--- config.mk ---
export PLATFORM = sky130hd
export DESIGN_NAME = char_stuffing_framer_unit
export DESIGN_NICKNAME = d
export VERILOG_FILES = /design/src/hdl/csf_pkg.sv /design/src/hdl/csf_cell.sv /design/src/hdl/char_stuffing_framer_unit.sv
export SDC_FILE = /design/constraint.sdc
export NUM_CORES = 1
export LEC_CHECK = 0
export BUFFER_PORTS_ARGS = -buffer_cell sky130_fd_sc_hd__buf_2
export CAP_MARGIN = 20
export CORE_MARGIN = 1
export CORE_UTILIZATION = 66
export DETAILED_ROUTE_END_ITERATION = 6
export PLACE_DENSITY = 0.91
export SYNTH_ARGS = -nofsm -noshare
export SYNTH_HDL_FRONTEND = slang
export SYNTH_SLANG_ARGS = --single-unit
--- constraint.sdc ---
create_clock -name clock -period 10.29 [get_ports clock]
set_input_delay 3.087 -clock clock [delete_from_list [all_inputs] [get_ports clock]]
set_output_delay 3.087 -clock clock [all_outputs]
set_load 0.01 [all_outputs]
--- src/hdl/csf_pkg.sv ---
// Shared types, pattern constants and window match helpers for the
// character stuffing framer. No dependencies.
package csf_pkg;

   localparam int unsigned CELL_COUNT = 6;

   localparam logic [2:0] ESC_LEN = 3'd3;
   localparam logic [2:0] DLE_LEN = 3'd6;
   localparam logic [2:0] LAST_FLAG_IDX = 3'd5;

   localparam logic [7:0] CH_LOWER_A = 8'h61;
   localparam logic [7:0] CH_LOWER_Z = 8'h7a;
   localparam logic [7:0] CASE_DIFF  = 8'h20;
   localparam logic [7:0] CH_STUFF_E = 8'h45;
   localparam logic [7:0] CH_STUFF_D = 8'h44;

   // ESC is padded to the cell count; entries past ESC_LEN never match
   localparam logic [7:0] ESC_SEQ [0:5] = '{8'h45, 8'h53, 8'h43, 8'h00, 8'h00, 8'h00};
   localparam logic [7:0] STX_SEQ [0:5] = '{8'h44, 8'h4c, 8'h45, 8'h53, 8'h54, 8'h58};
   localparam logic [7:0] ETX_SEQ [0:5] = '{8'h44, 8'h4c, 8'h45, 8'h45, 8'h54, 8'h58};

   typedef struct packed {
      logic esc;
      logic stx;
      logic etx;
   } hit_type;

   typedef struct packed {
      logic       shift;
      logic       load;
      logic [2:0] wr_idx;
      logic [7:0] wr_char;
   } cell_ctl_type;

   typedef enum logic [2:0] {
      PH_IDLE,
      PH_OPEN,
      PH_SCAN,
      PH_COPY,
      PH_STUFF,
      PH_CLOSE
   } phase_type;

   function automatic logic [5:0] low_mask(logic [2:0] n);
      logic [6:0] m;
      m = (7'd1 << n) - 7'd1;
      return m[5:0];
   endfunction

   // first plen held characters equal the pattern
   function automatic logic full_hit(logic [5:0] hits, logic [2:0] n, logic [2:0] plen);
      logic [5:0] need;
      need = low_mask(plen);
      return (n >= plen) && ((hits & need) == need);
   endfunction

   // all n held characters are a proper prefix of the pattern
   function automatic logic prefix_hit(logic [5:0] hits, logic [2:0] n, logic [2:0] plen);
      logic [5:0] need;
      need = low_mask(n);
      return (n != 3'd0) && (n < plen) && ((hits & need) == need);
   endfunction

   // scan of the held characters is finished
   function automatic logic scan_stop(logic [5:0] esc, logic [5:0] stx, logic [5:0] etx,
                                      logic [2:0] n, logic last);
      return (n == 3'd0) ||
             (!last && (prefix_hit(esc, n, ESC_LEN) || prefix_hit(stx, n, DLE_LEN) ||
                        prefix_hit(etx, n, DLE_LEN)));
   endfunction

   function automatic logic [7:0] to_upper(logic [7:0] c);
      return (c >= CH_LOWER_A && c <= CH_LOWER_Z) ? c - CASE_DIFF : c;
   endfunction

endpackage

--- src/hdl/csf_cell.sv ---
// One lookahead cell: holds a character, shifts toward cell 0 and compares
// itself against the pattern characters at its own and the previous place.
// Depends on csf_pkg.
module csf_cell #(
   parameter int unsigned IDX = 0
) (
   input  logic                  clock,
   input  csf_pkg::cell_ctl_type ctl,
   input  logic [7:0]            nbr_char,
   output logic [7:0]            char_out,
   output csf_pkg::hit_type      hit_cur,
   output csf_pkg::hit_type      hit_nxt
);

   logic [7:0] char_ff;
   logic [7:0] char_in;

   always_comb begin
      char_in = char_ff;
      if (ctl.load && ctl.wr_idx == 3'(IDX)) begin
         char_in = ctl.wr_char;
      end else if (ctl.shift) begin
         char_in = nbr_char;
      end
   end

   always_ff @(posedge clock) begin
      char_ff <= char_in;
   end

   assign char_out = char_ff;

   assign hit_cur.esc = (IDX < 3) && (char_ff == csf_pkg::ESC_SEQ[IDX]);
   assign hit_cur.stx = (char_ff == csf_pkg::STX_SEQ[IDX]);
   assign hit_cur.etx = (char_ff == csf_pkg::ETX_SEQ[IDX]);

   // compare against the pattern one place back: the view after a shift
   generate
      if (IDX == 0) begin : g_head
         assign hit_nxt = '0;
      end else begin : g_body
         assign hit_nxt.esc = (IDX < 4) && (char_ff == csf_pkg::ESC_SEQ[IDX - 1]);
         assign hit_nxt.stx = (char_ff == csf_pkg::STX_SEQ[IDX - 1]);
         assign hit_nxt.etx = (char_ff == csf_pkg::ETX_SEQ[IDX - 1]);
      end
   endgenerate

endmodule

--- src/hdl/char_stuffing_framer_unit.sv ---
// Character stuffing framer, top level: input stage, row of lookahead cells,
// sequencer and output register. Depends on csf_pkg and csf_cell.
//
// Usage: req_ beats carry one payload character (forced to upper case) and
// a frame_last mark. Each frame opens with DLESTX; a whole ESC is followed
// by an extra E, a whole DLESTX or DLEETX by an extra D, and the beat marked
// frame_last flushes the held characters and closes with DLEETX.
// rsp_ beats carry one character each; rsp_run_last marks the last beat
// caused by an input beat, rsp_frame_end the final X of the closing flag.
// Path: an accepted beat passes the input stage, is loaded into the cell
// row, and its first result is registered in the output register.
// Throughput: the sequencer sends one character per cycle while the output
// register is free, after each beat is loaded into the cell row. Stuffing
// and flags add characters; a beat that only extends a held prefix gives no result.
// A one-entry input stage lets the next beat be accepted while the current
// one is still being sent. When the receiver stalls, the output register
// holds its beat and the sequencer waits.
// Reset (synchronous, active high) empties the window, closes any frame and
// drops pending beats.
module char_stuffing_framer_unit (
   input  logic       clock,
   input  logic       reset,
   input  logic       req_valid,
   output logic       req_stall,
   input  logic [7:0] req_in_char,
   input  logic       req_frame_last,
   output logic       rsp_valid,
   input  logic       rsp_stall,
   output logic [7:0] rsp_out_char,
   output logic       rsp_run_last,
   output logic       rsp_frame_end
);

   localparam int unsigned NC = csf_pkg::CELL_COUNT;

   // input stage
   logic       stage_valid_ff, stage_valid_in;
   logic [7:0] stage_char_ff;
   logic       stage_last_ff;

   // sequencer state
   csf_pkg::phase_type phase_ff, phase_in;
   logic [2:0] cnt_ff, cnt_in;
   logic [2:0] fidx_ff, fidx_in;
   logic [2:0] copy_ff, copy_in;
   logic       stuff_d_ff, stuff_d_in;
   logic       last_ff, last_in;
   logic       in_frame_ff, in_frame_in;

   // output register
   logic       out_valid_ff, out_valid_in;
   logic [7:0] out_char_ff, out_char_in;
   logic       out_rl_ff, out_rl_in;
   logic       out_fe_ff, out_fe_in;

   logic       accept, take, out_free, emit;
   logic [7:0] emit_char;
   logic       emit_rl, emit_fe;

   csf_pkg::cell_ctl_type ctl;
   logic [7:0]       cell_char [NC];
   csf_pkg::hit_type hit_cur [NC];
   csf_pkg::hit_type hit_nxt [NC];
   logic [5:0] cur_esc, cur_stx, cur_etx;
   logic [5:0] sh_esc, sh_stx, sh_etx;
   logic       stop_cur, stop_sh;
   logic [2:0] cnt_dec;
   csf_pkg::phase_type done_phase;

   // cell row
   genvar gi;
   generate
      for (gi = 0; gi < NC; gi++) begin : g_cell
         logic [7:0] nbr;
         if (gi == NC - 1) begin : g_tail
            assign nbr = 8'h00;
         end else begin : g_link
            assign nbr = cell_char[gi + 1];
         end
         csf_cell #(.IDX(gi)) u_cell (
            .clock    (clock),
            .ctl      (ctl),
            .nbr_char (nbr),
            .char_out (cell_char[gi]),
            .hit_cur  (hit_cur[gi]),
            .hit_nxt  (hit_nxt[gi])
         );
         assign cur_esc[gi] = hit_cur[gi].esc;
         assign cur_stx[gi] = hit_cur[gi].stx;
         assign cur_etx[gi] = hit_cur[gi].etx;
         if (gi == NC - 1) begin : g_sh_tail
            assign sh_esc[gi] = 1'b0;
            assign sh_stx[gi] = 1'b0;
            assign sh_etx[gi] = 1'b0;
         end else begin : g_sh_body
            assign sh_esc[gi] = hit_nxt[gi + 1].esc;
            assign sh_stx[gi] = hit_nxt[gi + 1].stx;
            assign sh_etx[gi] = hit_nxt[gi + 1].etx;
         end
      end
   endgenerate

   assign cnt_dec  = cnt_ff - 3'd1;
   assign stop_cur = csf_pkg::scan_stop(cur_esc, cur_stx, cur_etx, cnt_ff, last_ff);
   assign stop_sh  = csf_pkg::scan_stop(sh_esc, sh_stx, sh_etx, cnt_dec, last_ff);
   assign done_phase = last_ff ? csf_pkg::PH_CLOSE : csf_pkg::PH_IDLE;

   assign out_free  = !out_valid_ff || !rsp_stall;
   assign take      = stage_valid_ff && (phase_ff == csf_pkg::PH_IDLE);
   assign req_stall = stage_valid_ff && !take;
   assign accept    = req_valid && !req_stall;

   // sequencer
   always_comb begin
      phase_in    = phase_ff;
      cnt_in      = cnt_ff;
      fidx_in     = fidx_ff;
      copy_in     = copy_ff;
      stuff_d_in  = stuff_d_ff;
      last_in     = last_ff;
      in_frame_in = in_frame_ff;
      ctl         = '0;
      ctl.wr_idx  = cnt_ff;
      ctl.wr_char = stage_char_ff;
      emit        = 1'b0;
      emit_char   = cell_char[0];
      emit_rl     = 1'b0;
      emit_fe     = 1'b0;
      case (phase_ff)
         csf_pkg::PH_IDLE: begin
            if (take) begin
               ctl.load = 1'b1;
               cnt_in   = cnt_ff + 3'd1;
               last_in  = stage_last_ff;
               fidx_in  = 3'd0;
               if (!in_frame_ff) begin
                  in_frame_in = 1'b1;
                  phase_in    = csf_pkg::PH_OPEN;
               end else begin
                  phase_in = csf_pkg::PH_SCAN;
               end
            end
         end
         csf_pkg::PH_OPEN: begin
            if (out_free) begin
               emit      = 1'b1;
               emit_char = csf_pkg::STX_SEQ[fidx_ff];
               if (fidx_ff == csf_pkg::LAST_FLAG_IDX) begin
                  fidx_in  = 3'd0;
                  emit_rl  = !last_ff && stop_cur;
                  phase_in = emit_rl ? csf_pkg::PH_IDLE : csf_pkg::PH_SCAN;
               end else begin
                  fidx_in = fidx_ff + 3'd1;
               end
            end
         end
         csf_pkg::PH_SCAN: begin
            if (stop_cur) begin
               fidx_in  = 3'd0;
               phase_in = done_phase;
            end else if (out_free) begin
               emit      = 1'b1;
               ctl.shift = 1'b1;
               cnt_in    = cnt_dec;
               if (csf_pkg::full_hit(cur_esc, cnt_ff, csf_pkg::ESC_LEN)) begin
                  copy_in    = csf_pkg::ESC_LEN - 3'd1;
                  stuff_d_in = 1'b0;
                  phase_in   = csf_pkg::PH_COPY;
               end else if (csf_pkg::full_hit(cur_stx, cnt_ff, csf_pkg::DLE_LEN) ||
                            csf_pkg::full_hit(cur_etx, cnt_ff, csf_pkg::DLE_LEN)) begin
                  copy_in    = csf_pkg::DLE_LEN - 3'd1;
                  stuff_d_in = 1'b1;
                  phase_in   = csf_pkg::PH_COPY;
               end else begin
                  emit_rl = !last_ff && stop_sh;
                  if (stop_sh) begin
                     fidx_in  = 3'd0;
                     phase_in = done_phase;
                  end
               end
            end
         end
         csf_pkg::PH_COPY: begin
            if (out_free) begin
               emit      = 1'b1;
               ctl.shift = 1'b1;
               cnt_in    = cnt_dec;
               copy_in   = copy_ff - 3'd1;
               if (copy_ff == 3'd1) begin
                  phase_in = csf_pkg::PH_STUFF;
               end
            end
         end
         csf_pkg::PH_STUFF: begin
            if (out_free) begin
               emit      = 1'b1;
               emit_char = stuff_d_ff ? csf_pkg::CH_STUFF_D : csf_pkg::CH_STUFF_E;
               emit_rl   = !last_ff && stop_cur;
               if (stop_cur) begin
                  fidx_in  = 3'd0;
                  phase_in = done_phase;
               end else begin
                  phase_in = csf_pkg::PH_SCAN;
               end
            end
         end
         csf_pkg::PH_CLOSE: begin
            if (out_free) begin
               emit      = 1'b1;
               emit_char = csf_pkg::ETX_SEQ[fidx_ff];
               if (fidx_ff == csf_pkg::LAST_FLAG_IDX) begin
                  emit_rl     = 1'b1;
                  emit_fe     = 1'b1;
                  fidx_in     = 3'd0;
                  cnt_in      = 3'd0;
                  in_frame_in = 1'b0;
                  phase_in    = csf_pkg::PH_IDLE;
               end else begin
                  fidx_in = fidx_ff + 3'd1;
               end
            end
         end
         default: begin
            phase_in = csf_pkg::PH_IDLE;
         end
      endcase
   end

   always_comb begin
      stage_valid_in = accept ? 1'b1 : (take ? 1'b0 : stage_valid_ff);
      out_valid_in   = emit ? 1'b1 : (out_valid_ff && rsp_stall);
      out_char_in    = emit ? emit_char : out_char_ff;
      out_rl_in      = emit ? emit_rl : out_rl_ff;
      out_fe_in      = emit ? emit_fe : out_fe_ff;
   end

   always_ff @(posedge clock) begin
      if (reset) begin
         stage_valid_ff <= 1'b0;
         phase_ff       <= csf_pkg::PH_IDLE;
         cnt_ff         <= 3'd0;
         fidx_ff        <= 3'd0;
         copy_ff        <= 3'd0;
         last_ff        <= 1'b0;
         in_frame_ff    <= 1'b0;
         out_valid_ff   <= 1'b0;
      end else begin
         stage_valid_ff <= stage_valid_in;
         phase_ff       <= phase_in;
         cnt_ff         <= cnt_in;
         fidx_ff        <= fidx_in;
         copy_ff        <= copy_in;
         last_ff        <= last_in;
         in_frame_ff    <= in_frame_in;
         out_valid_ff   <= out_valid_in;
      end
   end

   always_ff @(posedge clock) begin
      if (accept) begin
         stage_char_ff <= csf_pkg::to_upper(req_in_char);
         stage_last_ff <= req_frame_last;
      end
      stuff_d_ff  <= stuff_d_in;
      out_char_ff <= out_char_in;
      out_rl_ff   <= out_rl_in;
      out_fe_ff   <= out_fe_in;
   end

   assign rsp_valid     = out_valid_ff;
   assign rsp_out_char  = out_char_ff;
   assign rsp_run_last  = out_rl_ff;
   assign rsp_frame_end = out_fe_ff;

`ifndef SYNTHESIS
   a_cnt_range: assert property (@(posedge clock) disable iff (reset)
      cnt_ff <= 3'd6)
      else $error("window count beyond cell row");

   a_idle_no_frame_empty: assert property (@(posedge clock) disable iff (reset)
      (phase_ff == csf_pkg::PH_IDLE && !in_frame_ff) |-> cnt_ff == 3'd0)
      else $error("characters held outside a frame");

   a_close_empty: assert property (@(posedge clock) disable iff (reset)
      phase_ff == csf_pkg::PH_CLOSE |-> cnt_ff == 3'd0 && last_ff)
      else $error("closing flag with characters still held");

   a_open_one: assert property (@(posedge clock) disable iff (reset)
      phase_ff == csf_pkg::PH_OPEN |-> cnt_ff == 3'd1)
      else $error("opening flag without exactly one held character");

   a_end_is_last: assert property (@(posedge clock) disable iff (reset)
      (rsp_valid && rsp_frame_end) |-> rsp_run_last)
      else $error("frame end beat not marked as run last");
`endif

endmodule
-- Word-level counts from Yosys, hierarchy flattened
Memories as Yosys holds them, arrays and structs flattened.
Index checks and enable logic that the tools add are counted.
- output and inout port bits: 12
- memories: 2
- register bits: 84
- bits in read-only memories: 128
- input port bits: 13
- memory list (memory ; depth ; width ; read ports ; clocked after memory_dff ; wr ports ; line ; source):
    (name not given) ; 8 ; 8 ; 1 ; 0 ; 0 ; char_stuffing_framer_unit.sv:210 ; emit_char = csf_pkg::ETX_SEQ[fidx_ff];
    (name not given) ; 8 ; 8 ; 1 ; 0 ; 0 ; char_stuffing_framer_unit.sv:147 ; emit_char = csf_pkg::STX_SEQ[fidx_ff];
- mux-type cells: 85
- $lt $le $gt $ge: 9
- shift operators: 2
- add/subtract/negate cells: 7
- bitwise logic cells: 8
- reduce and logical (&&, ||, !) cells: 67
- equal/unequal tests: 57
- operator list (operator ; number):
    $mux 8 ; 20
    $eq 8x7->1 const B ; 18
    $mux 3 ; 33
    $eq 6x6->1 ; 6
    $logic_and 1x1->1 ; 28
    $pmux 3 s4 ; 2
    $pmux 8 s3 ; 1
    $ne 2x2->1 const B ; 11
    $mux 1 ; 21
    $reduce_bool 2->1 ; 10
    $eq 3x3->1 const B ; 6
    $pmux 3 s6 ; 1
    $ne 3x3->1 const B ; 5
    $and 3x6->6 ; 2
    $and 5x6->6 ; 2
    $and 6x6->6 ; 2
    $eq 3x2->1 const B ; 4
    $eq 6x6->1 const B ; 2
    $shl 1x3->6 const A ; 2
    $sub 6x1->6 const B ; 2
    $reduce_and 10->1 ; 1
    $reduce_and 5->1 ; 2
    $eq 3x1->1 const B ; 3
    $logic_not 3->1 ; 3
    other kinds (27) ; 48

-- Longest topological paths before layout
Gate-level depths: netlist (run 1).
- depth in word-level cells: 16
- gate-level depth with buffers: 15
- mapped depth without buffers: 14

-- By module
A second synthesis (run 1) with hierarchy kept.
- cell total of the unflattened synthesis: 526
- area total of the unflattened synthesis: 5486.5 µm²
- by module, submodules not included (module ; instances ; area each (µm²) ; cells an instance ; sequential area each (µm²)):
    char_stuffing_framer_unit ; 1 ; 2847.7 ; 349 ; 920.9
    csf_cell (g_cell[1].u_cell) ; 1 ; 465.4 ; 31 ; 240.2
    csf_cell (g_cell[2].u_cell) ; 1 ; 444.2 ; 30 ; 240.2
    csf_cell (g_cell[5].u_cell) ; 1 ; 439.2 ; 28 ; 240.2
    csf_cell (g_cell[4].u_cell) ; 1 ; 432.9 ; 30 ; 240.2
    csf_cell (g_cell[3].u_cell) ; 1 ; 430.4 ; 30 ; 240.2
    csf_cell (g_cell[0].u_cell) ; 1 ; 426.7 ; 28 ; 240.2

-- Worst setup path before layout (run 1)
OpenSTA, ideal clock, no wires.
- kind: input-to-reg
- start: input port rsp_stall
- end: register cnt_ff[1]
- arrival time: 4488 ps
- library setup time: 70 ps
- data required time: 10220 ps
- cell stages on the path: 6
- setup slack: 5731 ps
- path through: and2_1 > nor4_1 > nor3_1 > a31o_4 > or3_1 > a21oi_1
- cells in the longest elaborated chain, start to end: 5
- elaborated cells between the ends (all ways): 7
- those cells by class: 1 x eq/ne; 3 x mux; 3 x reduce/logical
- ends and longest elaborated chain (what ; line ; source):
    start: declaration ; char_stuffing_framer_unit.sv:28 ; input logic rsp_stall,
    $logic_not 1->1 * ; char_stuffing_framer_unit.sv:108 ; assign out_free = !out_valid_ff || !rsp_stall;
    $logic_or 1x1->1 * ; char_stuffing_framer_unit.sv:108 ;
    $mux 3 (2 in a row) ; -- ;
    $pmux 3 s4 ; -- ;
    end signal: assignment ; char_stuffing_framer_unit.sv:250 ; cnt_ff <= cnt_in;
    end: declaration ; char_stuffing_framer_unit.sv:43 ; logic [2:0] cnt_ff, cnt_in;
Mark *: on every way between the ends. The rest lies on a longest branch, timed or not. The select of a mux whose other input is x is not followed.
A chain may end at the register's enable or synchronous reset.

-- Final worst setup path (run 1)
- start: register phase_ff[2]
- end: output port req_stall
- cells in the longest elaborated chain, start to end: 4
- ends and longest elaborated chain (what ; line ; source):
    start: declaration ; char_stuffing_framer_unit.sv:42 ; csf_pkg::phase_type phase_ff, phase_in;
    start signal: assignment ; char_stuffing_framer_unit.sv:240 ; phase_ff <= csf_pkg::PH_IDLE;
    start signal: assignment ; char_stuffing_framer_unit.sv:249 ; phase_ff <= phase_in;
    $logic_not 3->1 ; char_stuffing_framer_unit.sv:109 ; assign take = stage_valid_ff && (phase_ff == csf_pkg::PH_IDLE);
    $logic_and 1x1->1 ; char_stuffing_framer_unit.sv:109 ;
    $logic_not 1->1 ; char_stuffing_framer_unit.sv:110 ; assign req_stall = stage_valid_ff && !take;
    $logic_and 1x1->1 ; char_stuffing_framer_unit.sv:110 ;
    end: declaration ; char_stuffing_framer_unit.sv:24 ; output logic req_stall,
No other way between the ends.

==> flow_metrics.env, run 1 <==
export IMPL_outcome="completed"
export IMPL_vias=3763
export IMPL_maxCapViolCount=0
export IMPL_ys_types=68
export IMPL_crit_slowest_cell="dfxtp_1"
export IMPL_viasPerCell=6.613
export IMPL_synthCells=448
export IMPL_synth_compound_area_share_pct=14.83
export IMPL_holdPathStages=2
export IMPL_synth_simple_area_share_pct=18.40
export IMPL_fin_cells=569
export IMPL_clock_skew_ps=16.23
export IMPL_vdd_drop_max_mv=0.1671
export IMPL_track_usage_pct=30.08
export IMPL_cts_max_path_buffers=2
export IMPL_hold_path_startpoint="copy_ff[2]"
export IMPL_worstPathRequired_ps=7200
export IMPL_r2r_cells=14
export IMPL_layout_drive_gt1_share_pct=21.14
export IMPL_synth_ff_type="edfxtp_1"
export IMPL_power_leakage_nw=1.831
export IMPL_design_power_total_mw=1.208
export IMPL_antennaDiodeCount=0
export IMPL_routed_wl_um=10780
export IMPL_gp_congestion=0.9107
export IMPL_r2r_end="rsp_out_char[5]"
export IMPL_crit_chain="o31a_1, buf_2"
export IMPL_hp_class="flip-flop to flip-flop"
export IMPL_cts_buffers=9
export IMPL_first_pass_iters=5
export IMPL_dp_cells=554
export IMPL_timing_max_slew_rel_slack_pct=31.86
export IMPL_cts_resized=0
export IMPL_setup_violations=0
export IMPL_synth_fp_nets=474
export IMPL_numPortBuffers=24
export IMPL_start_util_pct=69.51
export IMPL_final_area_um2=5191
export IMPL_finalSetupTns_ps=0
export IMPL_grt_pass1_vias=3680
export IMPL_insertion_delay_ps=380
export IMPL_grt_overflow=0
export IMPL_clock_sinks=84
export IMPL_crit_cells=2
export IMPL_synth_mux_area_share_pct=9.979
export IMPL_cp_num_buf_inv=1
export IMPL_die_height_um=87.52
export IMPL_placed_area_um2=5019
export IMPL_worstPathMaxFanout=23
export IMPL_fp_dieW_um=87.52
export IMPL_synth_top_family_by_area="simple AND/OR/NAND/NOR gates"
export IMPL_drv_slew=0
export IMPL_path_class="flip-flop to output pin"
export IMPL_cp_top_family="flip-flops"
export IMPL_synthAdderAreaFrac_pct=3.370
export IMPL_hold_violations=0
export IMPL_yosys_top_cells_count="68 x edfxtp_1, 41 x mux2_2, 38 x nor2_1"
export IMPL_async_reset_ff_share_pct=0
export IMPL_rsz0062_at_grt="no"
export IMPL_netlist_area_um2=4827
export IMPL_row_count=30
export IMPL_ys_seq_elements=84
export IMPL_htreeDepth=3
export IMPL_yosysWarningCount=0
export IMPL_syn_to_final_growth_pct=7.543
export IMPL_cp_arrival_ps=1640
export IMPL_hold_end="copy_ff[2]"
export IMPL_fin_nets=495
export IMPL_worstMarginPinSlew_ps=1008
export IMPL_clock_fmax_mhz=211.6
export IMPL_avgSynthCellArea_um2=10.77
export IMPL_r2r_start="cnt_ff[0]"
export IMPL_power_density_nw_per_um2=232.8
export IMPL_post_cts_buffers=0
export IMPL_drtAntennaViolNets=0
export IMPL_cpPeakStageDelay_ps=830
export IMPL_synth_top_area_share_pct=42.30
export IMPL_start_kind="flip-flop"
export IMPL_rrSetupSlack_ps=5850
export IMPL_hold_buffers=0
export IMPL_dp_hpwl_um=7832
export IMPL_netlist_top_cells_area="edfxtp_1 42%, mux2_2 9.6%, dfxtp_1 6.6%"
export IMPL_grt_max_degree=24
export IMPL_core_area_um2=6944
export IMPL_synth_top_cell_by_area="edfxtp_1"
export IMPL_period_minus_slack_ps=4725
export IMPL_path_clk_slew_ps=90
export IMPL_synth_edf_count=68
export IMPL_ioPinCount=25
export IMPL_wl_per_cell_um=18.95
export IMPL_grt_first_pass_wirelength_um=17260
export IMPL_drt_iter0_drc=330
export IMPL_tritoncts="built"
export IMPL_antenna_found_initial=0
export IMPL_finalCritPeriodShare_pct=45.92
export IMPL_ys_seq_area_share_pct=48.94
export IMPL_drc=0
export IMPL_crit_path_end_kind="output pin"
export IMPL_clockRootBuffer="clkbuf_8"
export IMPL_die_area_um2=7660
export IMPL_synth_most_common_cell="edfxtp_1"
export IMPL_synthXorXnorAreaFrac_pct=1.452
[layout by cell type, fill, tap and decap left out, types with 3 or more instances in the layout]
cell and instances:
nand3_1 8, o31ai_1 9, nor4_1 6, or2_2 3, o21ai_1 3, mux2_2 41
nor2_1 38, ha_1 13, inv_1 23, nand2_1 37, a211o_1 4, nor3_1 9
a31oi_1 4, nand4_1 3, edfxtp_1 68, a21oi_1 23, o211ai_1 4, nand2b_1 6
dfxtp_1 16, xnor2_1 6, a21o_1 3, or4_1 4, buf_2 24, a2111oi_0 3
nor3b_1 6, clkbuf_8 9, and3_1 3, o21ai_0 13, a221oi_1 3, nor4b_1 6
nor2b_1 8, and2_1 9
[power by group]
group | internal, mW | switching (mW) | total [mW]
Combinational | 0.184 | 0.290 | 0.474
Sequential | 0.453 | 0.0645 | 0.517
Clock | 0.0892 | 0.128 | 0.217
[layer usage]
layer | vias to the layer above | wire length (um) | share of wire, % | global-route usage, %
met5 | - | 0 | 0 | 0
met4 | 0 | 347 | 3.2 | 14.31
met3 | 40 | 741 | 6.9 | 5.592
met2 | 209 | 5339 | 50 | 52.34
met1 | 1779 | 4355 | 40 | 36.12
li1 | 1735 | - | - | -
[sequential cells by signal (all words and copies together), names as in the netlist]
register,flops
fidx_ff,3
copy_ff,3
rsp_frame_end,1
last_ff,1
rsp_valid,1
in_frame_ff,1
phase_ff,3
rsp_run_last,1
g_cell.u_cell.char_out,48
rsp_out_char,8
stage_char_ff,8
stuff_d_ff,1
cnt_ff,3
stage_last_ff,1
stage_valid_ff,1
[tightest hold or removal path, stage by stage (launching register included)]
cell and delay [ps]:
dfxtp_1 330, o21ai_1 70, a21oi_1 70
[worst max path at each step]
stage	to	startpoint
floorplan	cnt_ff[1]	rsp_stall
finish	req_stall	phase_ff[2]
global placement	cnt_ff[1]	rsp_stall
CTS	req_stall	phase_ff[2]
global route	cnt_ff[1]	rsp_stall
detailed placement	cnt_ff[1]	rsp_stall
[metrics by stage]
stage / util, % / hold slack, ps / setup WS [ps]
finish: 74.76 / 511.7 / 5565
detailed placement: 72.27 / 494.3 / 5312
global placement: 72.27 / 474.8 / 5377
CTS: 74.76 / 511.2 / 5620
global route: 74.76 / 549.1 / 5465
floorplan: - / 456.4 / 5731
[cell type report]
class	instances	area, um^2
sequential	84	2362
multi-input combinational	325	2318
inverter	24	90.09
clock buffer	9	123.9
tap	96	120.1
fill	436	1753
clock inverter	6	48.80
timing repair buffer	25	127.6
[logic make-up after synthesis]
kind of cell | Yosys count
AOI/OAI and AO/OA | 99
xor gates and xnor gates | 8
adders and majority gates | 13
buffers and inverters | 39
DFF | 84
muxes | 43
and+or+nand+nor | 162
(Power assumes the default switching activity.)
==> run 2: changes to the inputs <==
ABC_AREA = 1   (was unset)
CORE_UTILIZATION = 62   (was 66)
PLACE_DENSITY = 0.86   (was 0.91)
clock period = 4.95 ns   (was 10.29 ns; I/O delays follow)
==> flow_metrics.env, run 2 <==
export IMPL_grt_first_pass_wirelength_um=18620
export IMPL_finalSetupTns_ps=0
export IMPL_wl_per_cell_um=14.60
export IMPL_crit_path_end_kind="output pin"
export IMPL_synth_most_common_cell="nand2_1"
export IMPL_netlist_top_cells_area="edfxtp_1 41%, nand2_1 11%, inv_1 6.8%"
export IMPL_syn_to_final_growth_pct=7.758
export IMPL_synth_top_cell_by_area="edfxtp_1"
export IMPL_drt_iter0_drc=325
export IMPL_drtAntennaViolNets=0
export IMPL_ys_seq_elements=84
export IMPL_maxCapViolCount=0
export IMPL_clock_sinks=84
export IMPL_synthCells=625
export IMPL_hp_class="flip-flop to flip-flop"
export IMPL_r2r_start="cnt_ff[0]"
export IMPL_cts_resized=0
export IMPL_finalCritPeriodShare_pct=59.97
export IMPL_cts_max_path_buffers=2
export IMPL_layout_drive_gt1_share_pct=14.63
export IMPL_vias=4239
export IMPL_avgSynthCellArea_um2=8.000
export IMPL_ys_types=42
export IMPL_setup_violations=0
export IMPL_final_core_util_pct=69.36
export IMPL_row_count=32
export IMPL_clock_fmax_mhz=336.9
export IMPL_grt_pass1_vias=4074
export IMPL_cts_buffers=9
export IMPL_rrSetupSlack_ps=2040
export IMPL_tritoncts="built"
export IMPL_numPortBuffers=24
export IMPL_insertion_delay_ps=370
export IMPL_synth_fp_nets=651
export IMPL_ys_seq_area_share_pct=47.25
export IMPL_antenna_found_initial=0
export IMPL_power_density_nw_per_um2=516.0
export IMPL_r2r_end="rsp_out_char[6]"
export IMPL_yosysWarningCount=0
export IMPL_hold_end="copy_ff[1]"
export IMPL_timing_final_ws_setup_ps=1982
export IMPL_start_kind="flip-flop"
export IMPL_antennaDiodeCount=0
export IMPL_synth_ff_type="edfxtp_1"
export IMPL_htreeDepth=3
export IMPL_worstPathMaxFanout=6
export IMPL_cp_arrival_ps=1480
export IMPL_die_area_um2=8427
export IMPL_ioPinCount=25
export IMPL_routed_wl_um=11070
export IMPL_track_usage_pct=28.68
export IMPL_die_height_um=91.80
export IMPL_path_clk_slew_ps=90
export IMPL_vdd_drop_max_mv=0.2964
export IMPL_hold_violations=0
export IMPL_clockRootBuffer="clkbuf_8"
export IMPL_grt_max_degree=19
export IMPL_multi_input_area_um2=2187
export IMPL_r2r_cells=15
export IMPL_viasPerCell=5.592
export IMPL_power_leakage_nw=2.308
export IMPL_path_class="flip-flop to output pin"
export IMPL_core_area_um2=7767
export IMPL_drv_slew=0
export IMPL_outcome="completed"
export IMPL_clock_skew_ps=16.18
export IMPL_gp_congestion=0.9469
export IMPL_worstMarginPinSlew_ps=950.7
export IMPL_hold_buffers=0
export IMPL_preCtsSetupSlack_ps=1877
export IMPL_timing_max_slew_rel_slack_pct=36.39
export IMPL_dp_hpwl_um=8469
export IMPL_holdPathStages=2
export IMPL_period_minus_slack_ps=2968
export IMPL_netlist_area_um2=5000
export IMPL_grt_overflow=0
export IMPL_synth_top_area_share_pct=40.84
export IMPL_first_pass_iters=6
export IMPL_start_util_pct=64.37
export IMPL_rsz0062_at_grt="no"
export IMPL_synth_edf_count=68
export IMPL_register_area_um2=2362
export IMPL_largest_reg_flops=48
export IMPL_design_power_total_mw=2.780
export IMPL_fillers=629
export IMPL_hold_path_startpoint="copy_ff[1]"
export IMPL_final_cell_mix="151 x nand2_1, 91 x inv_1, 75 x nor2_1"
export IMPL_worstPathRequired_ps=3460
export IMPL_post_cts_buffers=0
export IMPL_drc=0
export IMPL_final_common_cell="nand2_1"
export IMPL_yosys_top_cells_count="151 x nand2_1, 91 x inv_1, 75 x nor2_1"
export IMPL_fin_nets=677
export IMPL_fp_dieW_um=91.80
export IMPL_async_reset_ff_share_pct=0
==> run 2: layer usage <==
metal  up-vias  part of all wire (%)  global-route usage (%)
met4         0                   3.9                   14.84
met1      1922                    39                   32.17
li1       2093                     -                       -
met5         -                     0                       0
met3        40                   6.7                   5.556
met2       184                    51                   51.63
==> run 2: kinds of logic (layout without fill, tap and decap cells) <==
| family | after synthesis | in the layout | synth area share, % |
|---|---|---|---|
| AO/OA/AOI/OAI | 97 | 97 | 11.14 |
| XOR/XNOR | 3 | 3 | 0.5256 |
| buffers and inverters | 111 | 142 | 9.009 |
| AND/OR/NAND/NOR | 317 | 317 | 28.83 |
| adder cells (fa/ha/maj) | 13 | 13 | 3.253 |
| flip-flops | 84 | 84 | 47.25 |
==> run 2: stage by stage <==
step,cells,hold WS (ps),area (um^2)
after floorplan,625,456.2,5000
after global placement,742,466.3,5187
after detailed placement,742,477.6,5187
after CTS,758,492.8,5388
after global routing,758,512.1,5388
final,758,488.7,5388
==> run 2: how the worst max path moves through the flow <==
stage | start | end | slack (ps) | cells after the start
final | phase_ff[2] | req_stall | 1980 | 5
after global routing | cnt_ff[0] | rsp_out_char[0] | 1830 | 15
after CTS | phase_ff[2] | req_stall | 1970 | 5
after detailed placement | rsp_stall | g_cell[1].u_cell.char_out[5] | 1880 | 6
after global placement | rsp_stall | g_cell[2].u_cell.char_out[5] | 1960 | 6
after floorplan | rsp_stall | g_cell[5].u_cell.char_out[0] | 2290 | 5
==> run 2: where the power goes <==
part	internal, mW	leakage [nW]	switching (mW)
Combinational	0.377	1.44	0.812
Clock	0.201	0.103	0.285
Sequential	0.999	0.761	0.106
==> run 2: final cells by class <==
| class | count | area share (%) |
|---|---|---|
| clock buffers | 9 | 2.299 |
| repair buffers | 24 | 2.229 |
| well taps | 102 | 2.369 |
| flip-flops and latches | 84 | 43.85 |
| inverters | 102 | 7.246 |
| multi-input cells | 430 | 40.59 |
| clock inverters | 7 | 1.417 |
==> run 2: critical path, stage by stage (launching register included) <==
cell     delay (ps)
dfxtp_1         480
nor2_2          100
inv_2           120
nor2_2           60
nor2_1          190
buf_2           170
==> run 3: changes to the inputs <==
CORE_UTILIZATION = 56   (was 62)
PLACE_DENSITY = 0.83   (was 0.86)
clock period = 2.4 ns   (was 4.95 ns; I/O delays follow)
==> flow_metrics.env, run 3 (same netlist as run 2, synthesis figures left out) <==
export IMPL_period_minus_slack_ps=2251
export IMPL_clock_skew_ps=12.71
export IMPL_clock_fmax_mhz=444.3
export IMPL_power_density_nw_per_um2=1080
export IMPL_maxCapViolCount=0
export IMPL_hold_violations=0
export IMPL_power_frac_comb_pct=46.1
export IMPL_start_kind="flip-flop"
export IMPL_core_area_um2=8678
export IMPL_htreeDepth=3
export IMPL_final_core_util_pct=66.21
export IMPL_ioPinCount=25
export IMPL_grt_max_degree=17
export IMPL_hp_class="flip-flop to flip-flop"
export IMPL_track_usage_pct=26.69
export IMPL_die_area_um2=9310
export IMPL_antenna_found_initial=0
export IMPL_setup_violations=0
export IMPL_path_class="flip-flop to flip-flop"
export IMPL_worstMarginPinSlew_ps=369.4
export IMPL_timing_final_ws_setup_ps=149.2
export IMPL_clockRootBuffer="clkbuf_8"
export IMPL_start_util_pct=57.61
export IMPL_p_int_mw=3.597
export IMPL_dp_cells=769
export IMPL_final_cell_mix="139 x nand2_1, 87 x inv_1, 70 x nor2_1"
export IMPL_preCtsSetupSlack_ps=-56.99
export IMPL_switching_share_pct=42.03
export IMPL_hold_buffers=0
export IMPL_fp_dieW_um=96.49
export IMPL_cp_num_buf_inv=3
export IMPL_drv_slew=0
export IMPL_rsz0062_at_grt="yes"
export IMPL_vdd_drop_max_mv=0.4666
export IMPL_layout_drive_gt1_share_pct=22.27
export IMPL_dp_hpwl_um=8947
export IMPL_p_seq_share_pct=36.7
export IMPL_rrSetupSlack_ps=150
export IMPL_gp_congestion=0.9273
export IMPL_fin_hold_ws_ps=484.9
export IMPL_final_common_cell="nand2_1"
export IMPL_insertion_delay_ps=370
export IMPL_cp_common_cell="nand2_1"
export IMPL_drtAntennaViolNets=0
export IMPL_drc=0
export IMPL_fin_nets=699
export IMPL_row_count=34
export IMPL_die_height_um=96.49
export IMPL_wl_per_cell_um=14.80
export IMPL_cp_arrival_ps=2570
export IMPL_numPortBuffers=24
export IMPL_grt_first_pass_wirelength_um=18710
export IMPL_crit_chain="inv_6, ha_4, nand2_4, buf_6, nand2_1, nor2_1, nand3_1, nor2_1, nand2_1, nand2_2, nand2_4, buf_4, nand3_2, nand2_1, nor2_4, nand2_4, nand2_1, nand2_1, nor2_2"
export IMPL_cts_max_path_buffers=2
export IMPL_cp_top_family="simple AND/OR/NAND/NOR gates"
export IMPL_drt_iter0_drc=283
export IMPL_viasPerCell=5.585
export IMPL_grt_overflow=0
export IMPL_syn_to_final_growth_pct=14.91
export IMPL_design_power_total_mw=6.204
export IMPL_path_clk_slew_ps=90
export IMPL_timing_max_slew_rel_slack_pct=75.31
export IMPL_cts_buffers=9
export IMPL_outcome="completed"
export IMPL_p_switching_mw=2.607
export IMPL_p_clk_share_pct=17.2
export IMPL_tritoncts="built"
export IMPL_fin_cells=786
export IMPL_first_pass_iters=5
export IMPL_clock_sinks=84
export IMPL_power_leakage_nw=2.446
export IMPL_vias=4390
export IMPL_routed_wl_um=11630
export IMPL_worstPathMaxFanout=10
export IMPL_crit_path_end_kind="flip-flop"
export IMPL_cpPeakStageDelay_ps=410
export IMPL_finalCritPeriodShare_pct=93.79
export IMPL_worstPathRequired_ps=2720
export IMPL_crit_slowest_cell="dfxtp_4"
export IMPL_grt_pass1_vias=4206
export IMPL_antennaDiodeCount=0
export IMPL_largest_reg_flops=48
==> run 3: cell count changes in the layout (fill, tap and decap cells not counted), sizes merged <==
cell | previous run | this run
inv | 107 | 105
bufinv | 0 | 1
clkinv | 2 | 0
clkinvlp | 0 | 3
buf | 24 | 46
==> run 3: repair_timing <==
action / CTS / global route
setup endpoints to repair: 3 / 73
buffers inserted: 0 / 1
pin swaps: 0 / 19
resized for setup: 5 / 38
==> run 3: power by group through the flow <==
stage | Sequential, mW | Combinational (mW) | Clock [mW]
after floorplan | 2.26 | 1.98 | 0
after global placement | 2.27 | 2.54 | 0
after detailed placement | 2.29 | 2.62 | 0
after CTS | 2.26 | 2.65 | 1.07
after global routing | 2.32 | 3.19 | 1.13
final | 2.28 | 2.86 | 1.07
==> run 3: final timing paths <==
kind,cells past startpoint,from,end
worst min-delay path,2,copy_ff[1],copy_ff[1]
worst max register to register,19,cnt_ff[0],fidx_ff[2]
worst max-delay path,19,cnt_ff[0],fidx_ff[2]
worst min register to register,2,copy_ff[1],copy_ff[1]
==> run 3: layer usage <==
metal | track usage, % | vias up | share of wire (%)
met4 | 12.87 | 0 | 3.2
met5 | 0 | - | 0
met2 | 47.07 | 178 | 50
li1 | - | 2143 | -
met3 | 6.416 | 37 | 6.3
met1 | 30.18 | 2032 | 40
==> run 3: layout make-up <==
cell class	count	area (um^2)
Clock buffer	9	123.9
Clock inverter	7	81.33
Fill cell	689	2933
Inverter	102	397.9
Multi-Input combinational cell	430	2349
Sequential cell	84	2370
Tap cell	108	135.1
Timing Repair Buffer	46	289.0
==> run 3: tightest hold or removal path, delay by kind of cell, from the launching register on <==
| kind | cells | cell delay (ps) |
|---|---|---|
| compound gates | 1 | 50 |
| simple gates | 1 | 80 |
| flops | 1 | 320 |
==> run 3: metrics by stage <==
step	TNS [ps]	area [um^2]
2_1_floorplan	0	5025
4_1_cts	0	5593
6_report	0	5746
3_3_place_gp	0	5378
5_1_grt	-163.5	5746
3_5_place_dp	-154.6	5378
